### config.mk
export PLATFORM = sky130hd
export DESIGN_NAME = crtu_match
export DESIGN_NICKNAME = d
export VERILOG_FILES = /design/src/hw/rtl/crtu_pkg.sv /design/src/hw/rtl/crtu_match.sv
export SDC_FILE = /design/constraint.sdc
export NUM_CORES = 1
export LEC_CHECK = 0
export BUFFER_PORTS_ARGS = -buffer_cell sky130_fd_sc_hd__clkbuf_2
export CORE_MARGIN = 1
export CORE_UTILIZATION = 50
export DETAILED_ROUTE_END_ITERATION = 7
export PLACE_DENSITY_LB_ADDON = 0.05
export SYNTH_ARGS = -nofsm -noshare
export SYNTH_HDL_FRONTEND = slang
export SYNTH_SLANG_ARGS = --single-unit
export TNS_END_PERCENT = 1
### constraint.sdc
create_clock -name vclk -period 4.5
set_input_delay 0.45 -clock vclk [all_inputs]
set_output_delay 0.45 -clock vclk [all_outputs]
set_load 0.01 [all_outputs]
### src/hw/rtl/crtu_pkg.sv
package crtu_pkg;

  localparam int TABLE_ENTRIES_DEF = 256;
  localparam int DEPTH_LIMIT_DEF   = 200;

  localparam int ADDR_W   = 32;
  localparam int DEPTH_W  = 8;
  localparam int INDEX_W  = 8;
  localparam int COUNT_W  = 9;
  localparam int CFG_IDX_W  = 2;
  localparam int CFG_DATA_W = 32;

  // Input commands
  localparam logic CMD_LOAD  = 1'b0;
  localparam logic CMD_TRACE = 1'b1;

  // Jump opcodes
  localparam logic [1:0] OP_JAL  = 2'd1;
  localparam logic [1:0] OP_JALR = 2'd2;

  // Configuration register indexes
  localparam logic [CFG_IDX_W-1:0] REG_TRACE_ENABLE = 2'd0;
  localparam logic [CFG_IDX_W-1:0] REG_ENTRY_COUNT  = 2'd1;

  typedef struct packed {
    logic [ADDR_W-1:0] start;
    logic [ADDR_W-1:0] size;
  } entry_t;

  typedef struct packed {
    logic src_hit;
    logic dst_hit;
  } match_t;

endpackage

### src/hw/rtl/crtu_match.sv
module crtu_match (
  input  crtu_pkg::entry_t                entry,
  input  logic [crtu_pkg::ADDR_W-1:0]     src_addr,
  input  logic [crtu_pkg::ADDR_W-1:0]     dst_addr,
  output crtu_pkg::match_t                result
);
  import crtu_pkg::*;

  logic [ADDR_W-1:0] range_end;

  // End wraps modulo 2^32; a wrapped end matches nothing
  assign range_end = entry.start + entry.size;

  always_comb begin
    result.src_hit = (src_addr >= entry.start) && (src_addr < range_end);
    result.dst_hit = (dst_addr >= entry.start) && (dst_addr < range_end);
  end

endmodule

==> out/qor.txt <==
RUN STATUS
------------------------------------------------------------------------------------
Outcome                                                                 finished, violations left
Violations in the final reports                                         setup timing

LAYOUT
------------------------------------------------------------------------------------
Antenna Diode Count                                                                0
Final Cell Area                                                         0.00611 sq mm
Sequential cell area                                                         0 sq um
Share of the core filled with cells                                            0.732
Number of flip-flops and latches                                                   0
Number of inserted filler cells in the final layout                              681
Share of cells above drive strength 1                                          0.381
Area Overhead vs Synth                                                         39.7%
Net count of the finished layout                                                1045
Area of the multi-input gates                                           0.00447 sq mm
Post-layout instance count excluding filler cells                                866
Count of clock-net buffers in the final layout                                     0

DIE
------------------------------------------------------------------------------------
Die Width                                                                    95.5 um
Site Rows                                                                         33
Die height                                                                   95.5 um
Area enclosed by the die boundary                                       0.00912 sq mm
Starting density of the core                                                   0.524
Core Box Area                                                           0.00834 sq mm
Num ports                                                                        130

TIMING
------------------------------------------------------------------------------------
Final max-slew violation count                                                     0
Final critical-path share of the clock period                                   1.04
Worst rel slew slack                                                           0.719
Fin. Hold Viols                                                                    0
Worst Slack Setup Final                                                    -0.166 ns
Final setup vio count                                                              2
Achievable frequency                                                         214 MHz
Slew at the pin with the worst max-slew slack                               0.411 ns
Clock period minus worst slack                                               4.67 ns
RSZ-0062 raised after global routing                                             yes
Final-layout worst hold slack                                                1.37 ns

ROUTE
------------------------------------------------------------------------------------
Number of nets with antenna violations after routing                               0
Vias after detailed routing                                                     4866
Remaining design rule violation count                                              0
Violation count after the first detailed-routing iteration                       117
Via-per-instance ratio                                                          5.62
Total iterations of the first detailed-routing run                                 4
Final routed wirelength across all metal layers                             13500 um
Average detailed-routed wire length per instance                             15.5 um

YOSYS
------------------------------------------------------------------------------------
Main combinational cell family by area after synthesis                   adder cells
Yosys top cell area share                                                      0.438
Portion of the post-synthesis area used by sequential elements                     0
Count of different cell masters after synthesis                                   60
Synth Area in Compound Gates                                                   0.300
Post-Synthesis Cells                                                             542
Adder-Cell Fraction of Synth Area                                              0.445
Ranking of synthesized cells by area                                    sky130_fd_sc_hd__ha_1 44%, sky130_fd_sc_hd__a21o_1 7.9%, sky130_fd_sc_hd__a21oi_1 5.6%
Post-synthesis share of cell area spent on xor and xnor gates                 0.0558
Mapped cell area                                                        0.00437 sq mm
Mux contribution to synthesized area                                               0
Post-synthesis net count                                                         824
Average cell area after synthesis                                         8.07 sq um
Simple-gate share of the synthesized area                                      0.159
Synth warn                                                                         0
Largest area contributor in the netlist                                 sky130_fd_sc_hd__ha_1

WORST SETUP PATH
------------------------------------------------------------------------------------
Capturing element type of the critical path                              output port
Type of element launching the critical path                               input port
Crit path arrival time                                                       4.22 ns
Critical path cell sequence                                             clkbuf_8, ha_4, inv_2, fa_2, nor2b_2, o31a_2, o21ai_4, nand2_1, buf_4, a21o_1, a21oi_2, xor2_2, ha_2, a21o_1, a21o_1, a21oi_2, o31ai_4, a221o_1, maj3_2, o211ai_1, and4_1, buf_2
Cell class contributing the biggest share of worst-path delay           compound AO/OA/AOI/OAI gates
Worst path most repeated cell                                           sky130_fd_sc_hd__a21o_1
Type of the worst setup path                                            input port to output port
Crit-path max cell delay                                                     0.37 ns
Buf+Inv Stages, Crit Path                                                          4
Required time of the worst setup path                                        4.05 ns
Max Fanout on Critical Path                                                        2
Highest-delay cell along the critical path                              sky130_fd_sc_hd__o31a_2

GLOBAL ROUTE
------------------------------------------------------------------------------------
Number of antenna violations at the first check in global routing                  0
Global router's overall resource usage                                         0.296
Largest net degree at the start of global routing                                  8
Sum of overflow across all layers after global routing                             0
Wire length of the first global-routing pass                                21500 um
Number of global-route vias before repair                                       4976

PLACED DESIGN
------------------------------------------------------------------------------------
Detailed placer's ending HPWL                                               11700 um
Worst slack, placed                                                        -0.486 ns
Placed Area                                                             0.00570 sq mm
Port Buffer Count                                                                130
Weighted congestion at the end of routability-driven global placement          0.910
Number of placed instances, taps included                                        850

CLOCK NETWORK
------------------------------------------------------------------------------------
Count of hold-fix buffers inserted at cts                                          0

WORST HOLD PATH
------------------------------------------------------------------------------------
Min-delay worst type                                                    input port to output port

POWER AND IR DROP
------------------------------------------------------------------------------------
Leakage power total                                                       0.00342 uW
Power density of the placed cells                                        161 mW/mm^2
Worst voltage drop across the vdd grid                                       76.7 uV

FLOW RUN
------------------------------------------------------------------------------------
Reported max-cap violation count                                                   0

## path summary, 6_finish.rpt
check                    start         to  cells after the start
setup / recovery     entry[32]  result[1]                     22
hold / removal    dst_addr[18]  result[0]                      4
## power by group
part	internal, uW	total, uW	switching [uW]
registers	0	0	0
logic	495	985	490
clock network	0	0	0
## cells in the mapped netlist, types with 2 or more instances
cell type / n
sky130_fd_sc_hd__a31oi_1: 2
sky130_fd_sc_hd__o21a_1: 3
sky130_fd_sc_hd__ha_1: 153
sky130_fd_sc_hd__o21bai_1: 5
sky130_fd_sc_hd__and3_1: 7
sky130_fd_sc_hd__nor2b_1: 14
sky130_fd_sc_hd__a211o_1: 5
sky130_fd_sc_hd__o21ai_0: 30
sky130_fd_sc_hd__a221oi_1: 3
sky130_fd_sc_hd__nor3_1: 6
sky130_fd_sc_hd__o31ai_1: 3
sky130_fd_sc_hd__o21ai_2: 5
sky130_fd_sc_hd__nand3_1: 9
sky130_fd_sc_hd__xnor2_1: 11
sky130_fd_sc_hd__a31oi_2: 2
sky130_fd_sc_hd__o211ai_1: 4
sky130_fd_sc_hd__xor2_1: 15
sky130_fd_sc_hd__inv_1: 46
sky130_fd_sc_hd__a21oi_1: 49
sky130_fd_sc_hd__or3_1: 3
sky130_fd_sc_hd__and3_2: 2
sky130_fd_sc_hd__nand2_1: 17
sky130_fd_sc_hd__a21o_1: 46
sky130_fd_sc_hd__a311oi_1: 2
sky130_fd_sc_hd__a2111oi_2: 2
sky130_fd_sc_hd__nor2_1: 27
sky130_fd_sc_hd__a211oi_1: 3
sky130_fd_sc_hd__o2bb2ai_1: 2
sky130_fd_sc_hd__and4_1: 2
sky130_fd_sc_hd__o21ai_1: 4
sky130_fd_sc_hd__nand2b_1: 13
sky130_fd_sc_hd__nand4_1: 18
sky130_fd_sc_hd__a211oi_2: 2
## cell families (layout without fill, tap and decap cells)
logic type	Yosys count	after routing
compound gates	186	186
fa+ha+maj	155	155
simple gates	127	127
buf+inv	47	266
xor+xnor	27	27
## layout make-up
| cell class | count | area share |
|---|---|---|
| Tap cell | 105 | 0.0215 |
| Inverter | 46 | 0.0283 |
| Multi-Input combinational cell | 495 | 0.732 |
| Timing Repair Buffer | 220 | 0.219 |
## per-layer routing
layer  vias up  global-route usage  routed length (um)
met3        34              0.0295                 742
met1      2190               0.336                5640
li1       2510                   -                   -
met4         0               0.111                 501
met2       132               0.564                6580
met5         -                   0                   0
## through the flow
| step | setup TNS (ns) | power, uW |
|---|---|---|
| after floorplan | 0 | 536 |
| after global placement | -0.539 | 845 |
| after detailed placement | -0.868 | 870 |
| after CTS | -0.146 | 953 |
| after global routing | -0.674 | 1100 |
| final | -0.263 | 985 |
## placed cells by master, fill, tap and decap left out, types with 17 or more instances in the layout
cell type and n:
sky130_fd_sc_hd__a21oi_1 38, sky130_fd_sc_hd__clkbuf_2 127, sky130_fd_sc_hd__nand4_1 18, sky130_fd_sc_hd__nand2_1 17
sky130_fd_sc_hd__o21ai_0 24, sky130_fd_sc_hd__inv_1 45, sky130_fd_sc_hd__nor2_1 25, sky130_fd_sc_hd__ha_1 142
sky130_fd_sc_hd__buf_4 90, sky130_fd_sc_hd__a21o_1 46
## what timing repair did
| item | 4_1_cts | 5_1_grt |
|---|---|---|
| pin swaps | 39 | 14 |
| resized for setup | 44 | 15 |
| setup endpoints to repair | 2 | 2 |
| setup buffers | 14 | 2 |
Note: power is estimated with default switching activity, not from simulation.
